==> src/design/acrk_pkg.sv <==
`default_nettype none
package acrk_pkg;

    localparam logic [2:0] MODE_CHILL    = 3'd0;
    localparam logic [2:0] MODE_ADAPTIVE = 3'd2;
    localparam logic [2:0] MODE_LAST     = 3'd4;

    localparam logic [1:0] FAN_SPEED_AUTO = 2'd3;

    localparam logic [5:0]  TEMP_RESET    = 6'd26;
    localparam logic [6:0]  TIMER_RESET   = 7'd10;
    localparam logic [16:0] MS_PER_SECOND = 17'd1000;

    // configuration register indexes
    localparam logic [2:0] CFG_LONG_PRESS    = 3'd0;
    localparam logic [2:0] CFG_BLINK         = 3'd1;
    localparam logic [2:0] CFG_TEMP_MIN      = 3'd2;
    localparam logic [2:0] CFG_TEMP_MAX      = 3'd3;
    localparam logic [2:0] CFG_TIMER_DEFAULT = 3'd4;
    localparam logic [2:0] CFG_TIMER_MAX     = 3'd5;

    localparam logic [15:0] LONG_PRESS_RESET    = 16'd1000;
    localparam logic [15:0] BLINK_RESET         = 16'd250;
    localparam logic [5:0]  TEMP_MIN_RESET      = 6'd16;
    localparam logic [5:0]  TEMP_MAX_RESET      = 6'd30;
    localparam logic [6:0]  TIMER_DEFAULT_RESET = 7'd10;
    localparam logic [6:0]  TIMER_MAX_RESET     = 7'd99;

    typedef struct packed {
        logic [15:0] hold_ms;
        logic [15:0] blink_ms;
        logic [5:0]  temp_min;
        logic [5:0]  temp_max;
        logic [6:0]  timer_default_s;
        logic [6:0]  timer_max_s;
    } t_cfg;

    typedef struct packed {
        logic mode_timer;
        logic temp_up;
        logic temp_down;
        logic fan_power;
    } t_keys;

    typedef struct packed {
        logic        power;
        logic [2:0]  mode;
        logic [2:0]  rem_mode;
        logic [5:0]  temp;
        logic [1:0]  fan;
        logic [3:0]  held;
        logic [31:0] fan_start;
        logic [31:0] mode_start;
        logic        fan_long_done;
        logic        mode_long_done;
        logic        setup;
        logic        cd_active;
        logic [6:0]  cd_len;
        logic [31:0] cd_start;
        logic        led_lit;
        logic [31:0] led_start;
    } t_state;

    localparam t_state STATE_RESET = '{
        power:          1'b0,
        mode:           MODE_CHILL,
        rem_mode:       MODE_CHILL,
        temp:           TEMP_RESET,
        fan:            FAN_SPEED_AUTO,
        held:           4'd0,
        fan_start:      32'd0,
        mode_start:     32'd0,
        fan_long_done:  1'b0,
        mode_long_done: 1'b0,
        setup:          1'b0,
        cd_active:      1'b0,
        cd_len:         TIMER_RESET,
        cd_start:       32'd0,
        led_lit:        1'b0,
        led_start:      32'd0
    };

    typedef struct packed {
        logic [7:0] timer_frame_byte;
        logic [7:0] control_byte;
        logic       send_request;
        logic       blink_led;
        logic       key_beep;
        logic [6:0] countdown_seconds;
        logic       countdown_running;
        logic       in_timer_setup;
        logic [5:0] set_temp;
        logic [1:0] fan_speed;
        logic [2:0] mode;
        logic       power_on;
    } t_result;

endpackage
`default_nettype wire

==> src/design/acrk_step.sv <==
`default_nettype none
module acrk_step
    import acrk_pkg::*;
(
    input  wire t_cfg    i_cfg,
    input  wire t_state  i_state,
    input  wire t_keys   i_keys,
    input  wire [31:0]   i_now,
    output t_state       o_state,
    output t_result      o_result
);

    t_state      ns;
    logic        any_key;
    logic        send;
    logic [16:0] len_ms;

    always_comb begin
        ns      = i_state;
        any_key = 1'b0;
        send    = 1'b0;

        if (i_state.setup) begin
            // temperature keys step the seconds on press
            if (i_keys.temp_down) begin
                any_key = 1'b1;
                if (!ns.held[1]) begin
                    ns.held[1] = 1'b1;
                    if (ns.cd_len > 7'd1) begin
                        ns.cd_len    = ns.cd_len - 7'd1;
                        ns.led_lit   = 1'b1;
                        ns.led_start = i_now;
                    end
                end
            end else begin
                ns.held[1] = 1'b0;
            end
            if (i_keys.temp_up) begin
                any_key = 1'b1;
                if (!ns.held[2]) begin
                    ns.held[2] = 1'b1;
                    if (ns.cd_len < i_cfg.timer_max_s) begin
                        ns.cd_len    = ns.cd_len + 7'd1;
                        ns.led_lit   = 1'b1;
                        ns.led_start = i_now;
                    end
                end
            end else begin
                ns.held[2] = 1'b0;
            end
            if (i_keys.mode_timer) begin
                any_key = 1'b1;
                if (!ns.held[3]) begin
                    ns.held[3]        = 1'b1;
                    ns.mode_start     = i_now;
                    ns.mode_long_done = 1'b0;
                end
                if (!ns.mode_long_done &&
                    (32'(i_now - ns.mode_start) >= 32'(i_cfg.hold_ms))) begin
                    // long hold cancels
                    ns.mode_long_done = 1'b1;
                    ns.setup          = 1'b0;
                    ns.cd_active      = 1'b0;
                    ns.led_lit        = 1'b1;
                    ns.led_start      = i_now;
                    send              = 1'b1;
                end
            end else begin
                if (ns.held[3] && !ns.mode_long_done) begin
                    // short release confirms
                    ns.setup     = 1'b0;
                    ns.cd_active = 1'b1;
                    ns.cd_start  = i_now;
                    ns.led_lit   = 1'b1;
                    ns.led_start = i_now;
                    send         = 1'b1;
                end
                ns.held[3] = 1'b0;
            end
        end else begin
            if (i_keys.fan_power) begin
                any_key = 1'b1;
                if (!ns.held[0]) begin
                    ns.held[0]       = 1'b1;
                    ns.fan_start     = i_now;
                    ns.fan_long_done = 1'b0;
                end
                if (!ns.fan_long_done &&
                    (32'(i_now - ns.fan_start) >= 32'(i_cfg.hold_ms))) begin
                    ns.fan_long_done = 1'b1;
                    ns.power         = ~ns.power;
                    if (ns.power) begin
                        ns.mode = ns.rem_mode;
                    end
                    ns.cd_active = 1'b0;
                    ns.led_lit   = 1'b1;
                    ns.led_start = i_now;
                    send         = 1'b1;
                end
            end else begin
                if (ns.held[0] && !ns.fan_long_done && ns.power) begin
                    ns.fan       = ns.fan + 2'd1;
                    ns.led_lit   = 1'b1;
                    ns.led_start = i_now;
                    send         = 1'b1;
                end
                ns.held[0] = 1'b0;
            end
            // temperature keys act on release
            if (i_keys.temp_down) begin
                any_key    = 1'b1;
                ns.held[1] = 1'b1;
            end else if (ns.held[1]) begin
                if (ns.power && (ns.mode != MODE_ADAPTIVE) && (ns.temp > i_cfg.temp_min)) begin
                    ns.temp      = ns.temp - 6'd1;
                    ns.led_lit   = 1'b1;
                    ns.led_start = i_now;
                    send         = 1'b1;
                end
                ns.held[1] = 1'b0;
            end
            if (i_keys.temp_up) begin
                any_key    = 1'b1;
                ns.held[2] = 1'b1;
            end else if (ns.held[2]) begin
                if (ns.power && (ns.mode != MODE_ADAPTIVE) && (ns.temp < i_cfg.temp_max)) begin
                    ns.temp      = ns.temp + 6'd1;
                    ns.led_lit   = 1'b1;
                    ns.led_start = i_now;
                    send         = 1'b1;
                end
                ns.held[2] = 1'b0;
            end
            if (i_keys.mode_timer) begin
                any_key = 1'b1;
                if (!ns.held[3]) begin
                    ns.held[3]        = 1'b1;
                    ns.mode_start     = i_now;
                    ns.mode_long_done = 1'b0;
                end
                if (!ns.mode_long_done &&
                    (32'(i_now - ns.mode_start) >= 32'(i_cfg.hold_ms))) begin
                    // long hold opens the timer setup screen
                    ns.mode_long_done = 1'b1;
                    ns.setup          = 1'b1;
                    ns.cd_active      = 1'b0;
                    ns.cd_len         = i_cfg.timer_default_s;
                    ns.held[1]        = 1'b0;
                    ns.held[2]        = 1'b0;
                    ns.led_lit        = 1'b1;
                    ns.led_start      = i_now;
                end
            end else begin
                if (ns.held[3] && !ns.mode_long_done && ns.power) begin
                    ns.mode      = (ns.mode >= MODE_LAST) ? MODE_CHILL : ns.mode + 3'd1;
                    ns.rem_mode  = ns.mode;
                    ns.led_lit   = 1'b1;
                    ns.led_start = i_now;
                    send         = 1'b1;
                end
                ns.held[3] = 1'b0;
            end
        end

        if (ns.led_lit && (32'(i_now - ns.led_start) >= 32'(i_cfg.blink_ms))) begin
            ns.led_lit = 1'b0;
        end

        // whole seconds elapsed >= len  is the same as  ms elapsed >= len * 1000
        len_ms = 17'(ns.cd_len) * MS_PER_SECOND;
        if (ns.cd_active && (32'(i_now - ns.cd_start) >= 32'(len_ms))) begin
            ns.cd_active = 1'b0;
            ns.power     = ~ns.power;
            if (ns.power) begin
                ns.mode = ns.rem_mode;
            end
            ns.led_lit   = 1'b1;
            ns.led_start = i_now;
            send         = 1'b1;
        end
    end

    assign o_state = ns;

    always_comb begin
        o_result.power_on          = ns.power;
        o_result.mode              = ns.mode;
        o_result.fan_speed         = ns.fan;
        o_result.set_temp          = ns.temp;
        o_result.in_timer_setup    = ns.setup;
        o_result.countdown_running = ns.cd_active;
        o_result.countdown_seconds = ns.cd_len;
        o_result.key_beep          = any_key;
        o_result.blink_led         = ns.led_lit;
        o_result.send_request      = send;
        o_result.control_byte      = {ns.power, ns.mode, ns.fan, ns.cd_active, 1'b0};
        o_result.timer_frame_byte  = ns.cd_active ? {1'b0, ns.cd_len} : 8'd0;
    end

endmodule
`default_nettype wire

==> src/design/ac_remote_key_controller.sv <==
`default_nettype none
// Air-conditioner remote key controller. Each slave beat is one key scan; every scan gives
// exactly one master beat with the unit settings, buzzer, feedback LED, send request and the
// packed IR control and timer bytes, taken from the state after that scan. A scan is captured
// in an input register, and the whole state update is done combinationally between that register
// and the result register, which drives the master beat. A scan is accepted in every clock cycle
// while the master side is ready, so the sustained rate is one beat per clock, limited only by the
// update of the settings registers. Back-pressure on the master side holds the result register;
// the input register takes one more scan while the result waits only if it was empty.
// Configuration writes are accepted at any time (ready is always high) but are meant to be
// made while no scan is in flight; indexes beyond the last register are ignored.
module ac_remote_key_controller
    import acrk_pkg::*;
(
    input  wire        i_clk,
    input  wire        i_rst_n,
    // tdata: fan_power_key[0], temp_down_key[1], temp_up_key[2], mode_timer_key[3],
    //        now_ms[35:4], zero[39:36]
    input  wire        s_axis_tvalid,
    output logic       s_axis_tready,
    input  wire [39:0] s_axis_tdata,
    // tdata: power_on[0], mode[3:1], fan_speed[5:4], set_temp[11:6], in_timer_setup[12],
    //        countdown_running[13], countdown_seconds[20:14], key_beep[21], blink_led[22],
    //        send_request[23], control_byte[31:24], timer_frame_byte[39:32]
    output logic       m_axis_tvalid,
    input  wire        m_axis_tready,
    output logic [39:0] m_axis_tdata,
    input  wire        i_cfg_valid,
    output logic       o_cfg_ready,
    input  wire [2:0]  i_cfg_index,
    input  wire [15:0] i_cfg_data
);

    t_cfg    r_cfg;
    t_state  r_state;
    t_state  n_state;
    t_result n_result;

    logic        r_in_valid;
    t_keys       r_keys;
    logic [31:0] r_now;
    logic        r_out_valid;
    logic [39:0] r_out_data;
    logic        advance;

    assign advance       = !r_out_valid || m_axis_tready;
    assign s_axis_tready = !r_in_valid || advance;
    assign o_cfg_ready   = 1'b1;
    assign m_axis_tvalid = r_out_valid;
    assign m_axis_tdata  = r_out_data;

    acrk_step u_step (
        .i_cfg    (r_cfg),
        .i_state  (r_state),
        .i_keys   (r_keys),
        .i_now    (r_now),
        .o_state  (n_state),
        .o_result (n_result)
    );

    always_ff @(posedge i_clk) begin
        if (!i_rst_n) begin
            r_in_valid  <= 1'b0;
            r_out_valid <= 1'b0;
        end else begin
            if (s_axis_tready) begin
                r_in_valid <= s_axis_tvalid;
            end
            if (advance) begin
                r_out_valid <= r_in_valid;
            end
        end
    end

    // scan payload and result payload
    always_ff @(posedge i_clk) begin
        if (s_axis_tvalid && s_axis_tready) begin
            r_keys <= s_axis_tdata[3:0];
            r_now  <= s_axis_tdata[35:4];
        end
        if (advance && r_in_valid) begin
            r_out_data <= {n_result.timer_frame_byte, n_result.control_byte,
                           n_result.send_request, n_result.blink_led, n_result.key_beep,
                           n_result.countdown_seconds, n_result.countdown_running,
                           n_result.in_timer_setup, n_result.set_temp, n_result.fan_speed,
                           n_result.mode, n_result.power_on};
        end
    end

    always_ff @(posedge i_clk) begin
        if (!i_rst_n) begin
            r_state <= STATE_RESET;
        end else if (advance && r_in_valid) begin
            r_state <= n_state;
        end
    end

    always_ff @(posedge i_clk) begin
        if (!i_rst_n) begin
            r_cfg.hold_ms         <= LONG_PRESS_RESET;
            r_cfg.blink_ms        <= BLINK_RESET;
            r_cfg.temp_min        <= TEMP_MIN_RESET;
            r_cfg.temp_max        <= TEMP_MAX_RESET;
            r_cfg.timer_default_s <= TIMER_DEFAULT_RESET;
            r_cfg.timer_max_s     <= TIMER_MAX_RESET;
        end else if (i_cfg_valid) begin
            unique case (i_cfg_index)
                CFG_LONG_PRESS:    r_cfg.hold_ms         <= i_cfg_data;
                CFG_BLINK:         r_cfg.blink_ms        <= i_cfg_data;
                CFG_TEMP_MIN:      r_cfg.temp_min        <= i_cfg_data[5:0];
                CFG_TEMP_MAX:      r_cfg.temp_max        <= i_cfg_data[5:0];
                CFG_TIMER_DEFAULT: r_cfg.timer_default_s <= i_cfg_data[6:0];
                CFG_TIMER_MAX:     r_cfg.timer_max_s     <= i_cfg_data[6:0];
                default: ;
            endcase
        end
    end

endmodule
`default_nettype wire

==> config.mk <==
export PLATFORM = sky130hd
export DESIGN_NAME = ac_remote_key_controller
export DESIGN_NICKNAME = d
export VERILOG_FILES = /design/src/design/acrk_pkg.sv /design/src/design/acrk_step.sv /design/src/design/ac_remote_key_controller.sv
export SDC_FILE = /design/constraint.sdc
export NUM_CORES = 1
export LEC_CHECK = 0
export ABC_AREA = 1
export CORE_MARGIN = 2
export CORE_UTILIZATION = 45
export CTS_CLUSTER_DIAMETER = 60
export DETAILED_ROUTE_END_ITERATION = 7
export DONT_BUFFER_PORTS = 1
export GPL_TIMING_DRIVEN = 1
export HOLD_SLACK_MARGIN = 0.12
export SYNTH_ARGS = -nofsm -noshare
export SYNTH_HDL_FRONTEND = slang
export SYNTH_SLANG_ARGS = --single-unit
==> constraint.sdc <==
create_clock -name i_clk -period 8.9 [get_ports i_clk]
set_input_delay 2.225 -clock i_clk [delete_from_list [all_inputs] [get_ports i_clk]]
set_output_delay 2.225 -clock i_clk [all_outputs]
set_load 0.01 [all_outputs]
After elaboration in Yosys (flattened, before gate mapping)
Index checks and enable logic that the tools add are counted.
{"block": "word_totals", "reg_bits": 294, "latch_bits": 0, "ramBits": 0, "mem_bits_ro": 0, "in_bits": 64, "out_inout_bits": 43, "elab_cells": 206, "memories": 0}
{"block": "op_classes", "n_addsub": 11, "multipliers": 1, "n_div": 0, "order_cmp": 10, "eq_ne": 6, "shifts": 0, "mux": 109, "n_bitwise": 3, "n_reduce_logical": 33}
{"operator": "33-bit 2-to-1 mux", "count": 24}
{"operator": "32-bit 2-to-1 mux", "count": 10}
{"operator": "32-bit subtractor", "count": 5}
{"operator": "32-bit by 16-bit >= comparator with 1-bit output", "count": 4}
{"operator": "65-bit 2-to-1 mux", "count": 1}
{"operator": "6-bit 2-to-1 mux", "count": 9}
{"operator": "7-bit 2-to-1 mux", "count": 7}
{"operator": "1-bit 2-to-1 mux", "count": 39}
{"operator": "32-bit by 17-bit >= comparator with 1-bit output", "count": 1}
{"operator": "10-bit 2-to-1 mux", "count": 3}
{"operator": "4-bit 2-to-1 mux", "count": 4}
{"operator": "2-bit AND reduction", "count": 8}
{"operator": "15-bit 2-to-1 mux", "count": 1}
{"operator": "1-bit logical AND", "count": 14}
{"operator": "7-bit by 7-bit multiplier with 14-bit output, second input constant", "count": 1}
{"operator": "2-bit 2-to-1 mux", "count": 7}
{"operator": "3-bit 2-to-1 mux", "count": 4}
{"operator": "7-bit by 1-bit adder with 7-bit output, second input constant", "count": 1}
{"operator": "7-bit by 1-bit greater-than comparator with 1-bit output, second input constant", "count": 1}
{"operator": "1-bit logical NOT", "count": 7}
{"operator": "7-bit < comparator", "count": 1}
{"operator": "7-bit by 1-bit subtractor with 7-bit output, second input constant", "count": 1}
{"operator": "6-bit by 1-bit adder with 6-bit output, second input constant", "count": 1}
{"operator": "3-bit by 2-bit equality test with 1-bit output, second input constant", "count": 2}
{"operator": "other kinds (13)", "count": 17}

Longest topological paths before layout
{"block": "depth", "word_depth": 29, "ltp_mapped": 75, "ltp_nobuf": 73}

By module
A second synthesis with hierarchy kept.
{"block": "hier_totals", "cells_unflattened": 4637, "area_unflattened_um2": 29071.6}
{"mod": "acrk_step", "n_inst": 1, "cells_per_inst": 3369, "area_per_inst_um2": 17938.5}
{"mod": "ac_remote_key_controller", "n_inst": 1, "cells_per_inst": 1268, "area_per_inst_um2": 11133.2}

Least setup slack after synthesis
No wires, ideal clock.
{"block": "synth_timing", "path_kind": "register to register", "startpoint": "register r_state[143] in the netlist's numbering", "endpoint": "register r_out_data[32], in the netlist m_axis_tdata[32], data pin", "setup_time_ns": 0.145, "arrival_ns": 9.316, "path_slack_ns": -0.561, "stages_incl_launch_ff": 53, "path_buffers": 3, "period_less_slack_ns": 9.461, "path_cell_list": "dfxtp_1 clkbuf_1 clkbuf_1 nand2_1 o21ai_0 ha_1 a21oi_1 o21ai_0 nand2_1 nand3_1 a21oi_1 o21bai_2 xor2_1 ha_1 nand2_1 inv_1 nand3_1 nor3_1 [17 not listed] o21bai_1 a21oi_1 o21ai_0 xnor2_1 ha_1 nand2_1 inv_1 nand2_1 or4_1 o21bai_1 nand3_1 a2111oi_0 nand4_1 nor3_1 nand4_1 nor4_1 nand3_1 nor2_1"}
{"block": "synth_between", "elab_chain_cells": 13}
{"element": "from (decl)", "line": "ac_remote_key_controller.sv:35", "rtl": "t_state r_state;"}
{"element": "from (signal assigned)", "line": "ac_remote_key_controller.sv:94", "rtl": "r_state <= n_state;"}
{"element": "32-bit 2-to-1 mux", "line": "acrk_step.sv:53, acrk_step.sv:136"}
{"element": "32-bit 2-to-1 mux", "line": "acrk_step.sv:51, acrk_step.sv:134"}
{"element": "32-bit 2-to-1 mux", "line": "acrk_step.sv:23", "rtl": "if (i_state.setup) begin"}
{"element": "32-bit subtractor", "line": "acrk_step.sv:142", "rtl": "(32'(i_now - ns.mode_start) >= 32'(i_cfg.hold_ms))) begin"}
{"element": "32-bit by 16-bit >= comparator with 1-bit output", "line": "acrk_step.sv:142"}
{"element": "1-bit logical AND", "line": "acrk_step.sv:141", "rtl": "if (!ns.mode_long_done &&"}
{"element": "10-bit 2-to-1 mux", "line": "acrk_step.sv:141"}
{"element": "10-bit 2-to-1 mux", "line": "acrk_step.sv:134", "rtl": "if (i_keys.mode_timer) begin"}
{"element": "10-bit 2-to-1 mux", "line": "acrk_step.sv:23"}
{"element": "7-bit by 7-bit multiplier with 14-bit output", "line": "acrk_step.sv:170", "rtl": "len_ms = 17'(ns.cd_len) * MS_PER_SECOND;"}
{"element": "32-bit by 17-bit >= comparator with 1-bit output", "line": "acrk_step.sv:171", "rtl": "if (ns.cd_active && (32'(i_now - ns.cd_start) >= 32'(len_ms))) begin"}
{"element": "1-bit logical AND", "line": "acrk_step.sv:171"}
{"element": "1-bit 2-to-1 mux", "line": "acrk_step.sv:171"}
{"element": "to (signal assigned)", "line": "ac_remote_key_controller.sv:82", "rtl": "r_out_data <= {n_result.timer_frame_byte, n_result.control_byte,"}
{"element": "to (decl)", "line": "ac_remote_key_controller.sv:43", "rtl": "logic [39:0] r_out_data;"}
Several ways; a longest one is shown, not always the timed one. The select of a mux whose other input is x is not followed.
A chain may end at the register's enable or synchronous reset.

Worst setup path after layout
{"block": "layout_timing", "startpoint": "register r_now[9]", "endpoint": "register r_state[32] in the netlist's numbering"}
{"block": "layout_between", "elab_chain_cells": 29}
{"element": "from (decl)", "line": "ac_remote_key_controller.sv:41", "rtl": "logic [31:0] r_now;"}
{"element": "from (signal assigned)", "line": "ac_remote_key_controller.sv:79", "rtl": "r_now <= s_axis_tdata[35:4];"}
{"element": "32-bit 2-to-1 mux", "line": "acrk_step.sv:83", "rtl": "if (!ns.held[0]) begin"}
{"element": "33-bit 2-to-1 mux", "line": "acrk_step.sv:81", "rtl": "if (i_keys.fan_power) begin"}
{"element": "33-bit 2-to-1 mux", "line": "acrk_step.sv:23"}
{"element": "32-bit subtractor", "line": "acrk_step.sv:89", "rtl": "(32'(i_now - ns.fan_start) >= 32'(i_cfg.hold_ms))) begin"}
{"element": "32-bit by 16-bit >= comparator with 1-bit output", "line": "acrk_step.sv:89"}
{"element": "1-bit logical AND", "line": "acrk_step.sv:88", "rtl": "if (!ns.fan_long_done &&"}
{"element": "4-bit 2-to-1 mux", "line": "acrk_step.sv:88"}
{"element": "4-bit 2-to-1 mux", "line": "acrk_step.sv:81"}
{"element": "[13 not listed]"}
{"element": "33-bit 2-to-1 mux (on tied branches)", "line": "acrk_step.sv:154, acrk_step.sv:141"}
{"element": "33-bit 2-to-1 mux", "line": "acrk_step.sv:134"}
{"element": "33-bit 2-to-1 mux", "line": "acrk_step.sv:23"}
{"element": "32-bit subtractor", "line": "acrk_step.sv:165", "rtl": "if (ns.led_lit && (32'(i_now - ns.led_start) >= 32'(i_cfg.blink_ms))) begin"}
{"element": "32-bit by 16-bit >= comparator with 1-bit output", "line": "acrk_step.sv:165"}
{"element": "1-bit logical AND", "line": "acrk_step.sv:165"}
{"element": "1-bit 2-to-1 mux", "line": "acrk_step.sv:165"}
{"element": "33-bit 2-to-1 mux (*)", "line": "acrk_step.sv:171"}
Every way passes the cells marked *; elsewhere a longest branch is shown, timed or not. The select of a mux whose other input is x is not followed.

==> results.toml <==
[cts]
clockBufferDepth = 3
path_clk_slew_ps = 60
htree_levels = 2
ctsHoldBuffers = 0
cts_tree = "built"
cts_root_buffer = "clkbuf_16"
cts-buffers-inserted = 44
cts_num_sinks = 286
clock_latency_ps = 590

[power]
powerDensity_nw_per_um2 = 188.3
power_uw = 6456
ir_drop_v = 0.0001897
p_leak_uw = 0.01620

[setup_path]
endpoint = "r_state[32]"
r2r_slack_ps = -780
worstReg2RegStart = "r_now[9]"
r2r.worst_path.cells = 72
crit_required_ps = 9420
r2r_end = "r_state[32]"
cpMaxStageDelayCell = "edfxtp_1"
cp-end-kind = "flip-flop"
crit_path_frequent_cell = "buf_4"
arrival_ps = 10210
cp-start-kind = "flip-flop"
critPathLaunch = "r_now[9]"
worst_path_largest_cell_delay_ps = 460
critPathMaxFanout = 6
critPathKind = "reg -> reg"

[floorplanning]
die_y_um = 241.5
die_area_um2 = 58320
start_util = 0.4528
die_w_um = 241.5
rows = 87
io_pins = 107
coreArea_um2 = 56060

[sta]
fin_ws_ps = -784.0
fmax_mhz = 103.3
finClkSkew_ps = 31.11
relSlewSlack = 0.2440
fin_crit_ps = 9684
hold_viol = 0
finalCritPeriodShare = 1.088
final-setup-viol-count = 52
rsz0062_at_grt = "true"
worst_slew_pin_slew_ps = 1134
slew_violations = 0

[global_route]
antenna_found_initial = 0
grt_pass1_vias = 25610
track_usage = 0.2978
grt.overflow.total = 0
grt_pass1_wl_um = 140000
grt_max_degree = 161

[synthesis]
synth_top_area_share = 0.1727
synth_ff_type = "dfxtp_1"
synth-seq-cells = 286
ys_types = 65
ys_seq_area_frac = 0.2520
netlist_instances = 3820
synthTopCellsByArea = "dfxtp_1 17%, nand2_1 13%, ha_1 12%, o21ai_0 8.7%, a21oi_1 8.3%"
synthArstFlopShare = 0
syn-mean-instance-area_um2 = 6.645
synth_edf_count = 67
synth_area_um2 = 25380
yosysWarningCount = 0
yosys.area.top_type = "dfxtp_1"

[layout]
diodes = 0
most-common-layout-cells = "810 x nand2_1, 615 x buf_4, 460 x inv_1"
utilization = 0.6117
stdcell_count = 5163
layout.nets = 4706
fin_area_um2 = 34290
final_common_cell = "nand2_1"
areaGrowthSynthToFinish_pct = 35.11
drive_above_1_share = 0.2555

[place]
place_congestion = 0.9174
dpl_cell_area_um2 = 29640
dp_cells = 4936
io_buffers = 0
hpwl_um = 64500

[detailed_routing]
drt-initial-drc-count = 2276
vias = 28080
routed_wl_um = 92150
ant_nets = 0
dr.pass1.iters = 6
drc_errors = 0
drt-vias-per-instance = 5.439
wl_per_cell_um = 17.85

[flow_run]
cap_violations = 0

[status]
outcome = "finished, violations left"
failed_checks = "negative setup slack"

[min_path]
hold_start = "r_cfg[22]"
hp-class = "reg -> reg"
worst min path at each step:
stage	end	depth (start not counted)	slack, ps
4_1_cts	r_cfg[38]	2	460
6_report	r_cfg[22]	2	460
3_3_place_gp	r_cfg[8]	2	440
2_1_floorplan	r_cfg[0]	2	430
5_1_grt	r_cfg[19]	2	480
3_5_place_dp	r_cfg[10]	2	450
repair_timing:
action | in CTS | in global routing
gates cloned | 6 | 2
buffers inserted | 103 | 48
pin swaps | 131 | 155
endpoints found under the setup margin | 52 | 52
resized for setup | 278 | 222
cell type report:
type	instances	area (µm²)
fillers	5102	21770
multi-input cells	2871	18170
flip-flops and latches	286	6405
repair buffers	656	5249
inverters	510	1944
clock buffers	49	1172
well taps	756	945.9
clock inverters	33	377.9
repair inverters	2	25.02
worst max-delay path: cells and delay by family (launching register included):
family,cells,cell delay (ps)
compound gates,5,760
simple gates,19,2050
flops,1,460
buf+inv,45,5500
fa+ha+maj,2,660
xor+xnor,1,160
registers in the layout, summed over array words and instances (netlist names):
register,cells
r_state,159
r_keys,4
r_now,32
r_in_valid,1
m_axis_tvalid,1
r_cfg,58
m_axis_tdata,31
Yosys cell counts, types with 12 or more instances:
cell type  instances
edfxtp_1          67
nand2_1          886
nand2_2           13
nor3_1            23
o221ai_1          18
ha_1             249
o21ai_1           22
nand3_1          153
buf_2             20
inv_2             15
xnor2_1           37
a211oi_1          13
o211ai_1          59
a21oi_1          419
o21ai_0          441
o21bai_1          12
nor2_1           228
dfxtp_1          219
a221oi_1          13
clkbuf_1         116
fa_1              22
xor2_1            78
and2_1            13
inv_1            485
nand4_1           54
layer usage:
| metal | up-vias | wire length (µm) | GRT usage |
|---|---|---|---|
| met1 | 12810 | 40850 | 0.4045 |
| li1 | 13980 | - | - |
| met3 | 239 | 6059 | 0.03563 |
| met2 | 1052 | 41280 | 0.4806 |
| met5 | - | 0 | 0 |
| met4 | 0 | 3962 | 0.1197 |
metrics by stage:
step	TNS [ps]	setup WS [ps]	hold WS (ps)
after CTS	-28670	-649.1	462.3
final	-30310	-784.0	457.1
after floorplan	0	4.365	429.2
after detailed placement	-55490	-1212	452.4
after global placement	-44780	-1073	444.4
after global routing	-53540	-1352	476.6
power breakdown:
part / total (µW) / switching (µW) / internal, µW
Combinational: 3150 / 1660 / 1490
Clock: 1850 / 732 / 1120
Sequential: 1460 / 57.1 / 1410
Total: 6460 / 2450 / 4010
kinds of logic (layout without fill, tap and decap cells):
kind of cell	after synthesis	in the layout	share of synthesized area
other	2	3	0.0002959
AOI/OAI and AO/OA	1062	1062	0.2294
buffers and inverters	664	1250	0.1018
and+or+nand+nor	1420	1420	0.2368
DFF	286	286	0.2520
xor gates and xnor gates	115	115	0.03968
adders and majority gates	271	271	0.1401
Power figures use the tool's default switching activity.
